### src/rtl/assert_macros.svh
// Assertion macros used by the RTL top level.
`ifndef ASSERT_MACROS_SVH
`define ASSERT_MACROS_SVH
// Implication checked on every rising clock edge outside reset.
`define ASSERT_IMP(label, clk, rst_n, ante, cons) \
	label: assert property (@(posedge clk) disable iff (!rst_n) (ante) |-> (cons)) \
	else $error("assertion failed");
// Condition that must hold on every rising clock edge outside reset.
`define ASSERT_ALWAYS(label, clk, rst_n, cond) \
	label: assert property (@(posedge clk) disable iff (!rst_n) (cond)) \
	else $error("assertion failed");
`endif

### src/rtl/dpfse_ram.sv
// Generic single-port-write, single-read RAM with registered read data.
module dpfse_ram #(
	parameter int WIDTH = 8,
	parameter int DEPTH = 16
) (
	input logic clk,
	input logic we,
	input logic [$clog2(DEPTH)-1:0] waddr,
	input logic [WIDTH-1:0] wdata,
	input logic [$clog2(DEPTH)-1:0] raddr,
	output logic [WIDTH-1:0] rdata
);
	logic [WIDTH-1:0] mem [DEPTH];

	always_ff @(posedge clk) begin
		if (we) mem[waddr] <= wdata;
		rdata <= mem[raddr];
	end
endmodule

### config.mk
export PLATFORM = sky130hd
export DESIGN_NAME = dpfse_ram
export DESIGN_NICKNAME = d
export VERILOG_FILES = /design/src/rtl/assert_macros.svh /design/src/rtl/dpfse_ram.sv
export SDC_FILE = /design/constraint.sdc
export NUM_CORES = 1
export LEC_CHECK = 0
export BUFFER_PORTS_ARGS = -buffer_cell sky130_fd_sc_hd__buf_2
export CORE_ASPECT_RATIO = 1.25
export CORE_MARGIN = 2
export CORE_UTILIZATION = 37
export DETAILED_ROUTE_END_ITERATION = 7
export PLACE_DENSITY = 0.5
export SETUP_SLACK_MARGIN = 0.2
export SYNTH_ARGS = -nofsm -noshare
export SYNTH_HDL_FRONTEND = slang
export SYNTH_SLANG_ARGS = --single-unit
### constraint.sdc
create_clock -name clk -period 2.23 [get_ports clk]
set_input_delay 0.1115 -clock clk [delete_from_list [all_inputs] [get_ports clk]]
set_output_delay 0.1115 -clock clk [all_outputs]
set_load 0.05 [all_outputs]
Word-level counts from Yosys, hierarchy flattened
Memory sizes are Yosys's and may differ from the RTL's. A register that Yosys moved wholly into a read port is not among the register bits.
Index checks and enable logic that the tools add are counted.
- $add $sub $neg: 0
- multiply operators: 0
- divide/modulo/power cells: 0
- $lt $le $gt $ge: 0
- eq/ne operators: 0
- shifts and indexed selects: 0
- multiplexer cells: 2
- bitwise operators: 0
- reductions and logical operators: 0
- operators by type and width (cell ; count):
    2-to-1 mux 1 bit ; 2
- register bits: 0
- latch bits: 0
- memory bits (writable): 128
- ROM bits: 0
- input bits: 18
- output and inout port bits: 8
- word-level logic and storage cells: 3
- memories: 1
- memory list (memory ; depth ; bits a word ; rd ports ; clocked after Yosys merged registers in ; wr ports ; line ; source):
    mem ; 16 ; 8 ; 1 ; 1 ; 1 ; dpfse_ram.sv:13 ; logic [WIDTH-1:0] mem [DEPTH];

Logic depth before layout (Yosys ltp)
- depth in word-level cells: 2
- depth in mapped cells: 5
- gate-level depth less buffers: 3

Worst setup path before layout
Ideal clock, no wire load.
- kind: input -> register
- from: in waddr[2]
- to: mem mem[0][0], enable pin
- setup time: 0.383 ns
- arrival time: 1.221 ns
- data required time: 1.847 ns
- slack: 0.626 ns
- stages: 2
- path buffers: 0
- cells stage by stage: or3b_2 nor3_1
- RTL lines (element ; line ; source):
    start: declaration ; dpfse_ram.sv:8 ; input logic [$clog2(DEPTH)-1:0] waddr,
    end: declaration ; dpfse_ram.sv:13 ;
Straight into the memory's write port.

==> results by group <==
Flow run
  • Number of max-cap violations: 0

Clock network
  • Clock buffer depth: 2
  • Root buffer cell: clkbuf_16
  • CTS resizes: 0
  • H-tree depth: 4
  • CTS tree: done
  • Clk_lat worst skew: slightly above 0.4 ns
  • CTS buffer count: 17
  • Post-CTS setup buffers: 0
  • Clock sink count: 136
  • Clock slew at reported path FFs: ~0.060 ns
  • Hold buffers post-CTS: 0

Timing
  • # setup viols final: 0
  • Fin crit share: 0.624
  • Final Hold Fails: 0
  • Peak Freq: slightly above 700 MHz
  • Worst slew pin tran: ~0.75 ns
  • Max Clock Skew: around 0.0066 ns
  • Final min period: between 1 and 1.5 ns
  • Setup TNS: 0 ns
  • Relative slew slack: 0.502
  • Unrepaired setup endpoints after global routing: no
  • Slew Limit Fails: 0

Run status
  • Status: complete, no violations

Finish
  • Final Util: 0.447
  • Final #Nets: 301
  • Leading cell type in the layout, fill and taps excluded: edfxtp_1
  • Antenna Cells: 0
  • Non-Filler Instances: roughly 470
  • Share of post-route cells with drive strength above 1: 0.294
  • Synth-to-layout area growth: 18.8%
  • Most frequent cells in the layout: 128 x edfxtp_1, 25 x buf_2, 18 x mux4_2, 18 x buf_4, 17 x clkbuf_16
  • # fillers: 1,202

Pwr
  • Pwr Density: approximately 940 nW/um^2
  • Sequential share of power: 0.503
  • Sw Pwr: 1.16 mW
  • Pint: between 4 and 5 mW
  • Sw Share: 0.203
  • Leak: slightly above 2 nW
  • Clock power frac: 0.440
  • Power share of the combinational group: 0.057
  • Worst vdd ir: roughly 540 uV

Worst setup path
  • Worst R2R Start: mem[9][1]
  • Startpoint Class: flop
  • CP Capture Type: flop
  • Crit Path Max Fanout: 1
  • Register-to-register setup slack: 0.84 ns
  • Cells on worst reg2reg path: 3
  • Required @ worst endpoint: approximately 2.5 ns
  • Worst EP arrival: roughly 1.7 ns
  • Critical path class: flop to flop
  • Reg-to-reg endpoint: rdata[1]

Routing
  • Post-DR wirelength/cell: about 22 um
  • DRC marker count from the first detailed-route iteration: ~120
  • Vias: 2,429
  • DR DRC count: 0
  • TritonRoute pass-1 iters: 4
  • Post-route ant nets: 0
  • Routed wire length: around 10,000 um
  • Vias per cell: around 5.2

Worst hold path
  • Hold Path End: mem[13][0]
  • Hold Path Class: input port to flop
  • Hold Path Stages: 1
  • Hold wc startpoint: wdata[0]

Global route
  • Remaining global-route overflow: 0
  • Vias in the first global route: roughly 2,700
  • GRT Util Overall: 0.157
  • Pin count of the biggest net entering global routing: 33
  • Antenna violations before repair: 0
  • First-pass GRT wire length: between 15,000 and 20,000 um

Floorplan
  • Row count: 48
  • Starting density of the core: 0.376
  • Full die area: 14,900 um^2
  • Ports: 26
  • Die H: approximately 140 um
  • Die Wd: 109 um
  • Core ar.: around 14,000 um^2

Yosys
  • Synth Register Bits: between 100 and 150
  • Mapped Cells: 229
  • Seq/Total Area, Yosys: 0.778
  • Synth warn: 0
  • Distinct cells, synth: 19
  • Mapped Nets: 247
  • Post-Syn Area per Cell: 22.5 um^2
  • Mapped cell area: around 5100 um^2

Place
  • Inst Count DP: 439
  • Gp weighted congestion: ~0.72
  • IO buf count: 25
  • Dpl hpwl: approximately 7000 um
## synthesized netlist by cell type, drive strengths merged
master           n  area share
clkdlybuf4s25    3      0.0058
nand2            9      0.0066
nand2b           2      0.0024
dfxtp            8       0.031
nor2            13      0.0095
edfxtp         128        0.75
and2b            1      0.0015
nor2b            1      0.0012
nor3             4      0.0039
nand3b           2      0.0029
mux4            32        0.15
and2             1      0.0012
a22oi           16       0.023
nand3            1     0.00097
buf              7       0.011
or3b             1      0.0017
## logic make-up after synthesis
logic type | after synthesis | synth area share
AO/OA/AOI/OAI | 16 | 0.0233
buffers and inverters | 10 | 0.0168
flip-flops | 136 | 0.778
multiplexers | 32 | 0.150
AND/OR/NAND/NOR | 35 | 0.0318
## worst max-delay path, stage by stage (launching register included)
cell      delay (ns)
edfxtp_1        0.35
mux4_1          0.51
a22oi_1         0.31
nand2_1         0.10
## worst max-delay path by stage
stage	end	slack (ns)	start	cells past startpoint
2_1_floorplan	mem[0][0]	0.63	waddr[2]	2
6_report	rdata[1]	0.84	mem[9][1]	3
4_1_cts	rdata[5]	0.80	mem[9][5]	3
5_1_grt	rdata[5]	0.77	mem[8][5]	3
3_5_place_dp	rdata[5]	0.54	raddr[0]	5
3_3_place_gp	rdata[5]	0.56	raddr[0]	5
## sequential cells by signal, summed over array words and instances, names as in the netlist
register and cells:
mem 128, rdata 8
## per-layer routing
metal | part of all wire | global-route usage
met1 | 0.44 | 0.201
met2 | 0.51 | 0.255
met5 | 0 | 0
met4 | 0.014 | 0.0696
met3 | 0.035 | 0.0379
## final cells by class
class	count	area, um^2	share of cell area
flip-flops and latches	136	4000	0.655
multi-input cells	83	1060	0.173
clock buffers	28	487	0.0796
repair buffers	45	300	0.0491
well taps	175	219	0.0358
clock inverters	4	47.5	0.00778
## power by group through the flow
stage                     clock network (mW)  logic (mW)  registers [mW]
after floorplan                            0       0.145            2.98
after global placement                     0       0.325            2.93
after global routing                    2.68       0.351            2.88
after CTS                               2.57       0.330            2.88
after detailed placement                   0       0.329            2.93
final                                   2.52       0.324            2.88
## per-stage QoR
stage / power, mW / hold WS, ns / worst slack, ns / cell area, um^2
3_3_place_gp: 3.26 / 0.495 / 0.557 / 5580
5_1_grt: 5.91 / 0.0929 / 0.774 / 6110
2_1_floorplan: 3.13 / 0.210 / 0.626 / 5150
3_5_place_dp: 3.26 / 0.511 / 0.538 / 5580
6_report: 5.72 / 0.0836 / 0.838 / 6110
4_1_cts: 5.78 / 0.0757 / 0.798 / 6110
(Power assumes the default switching activity.)
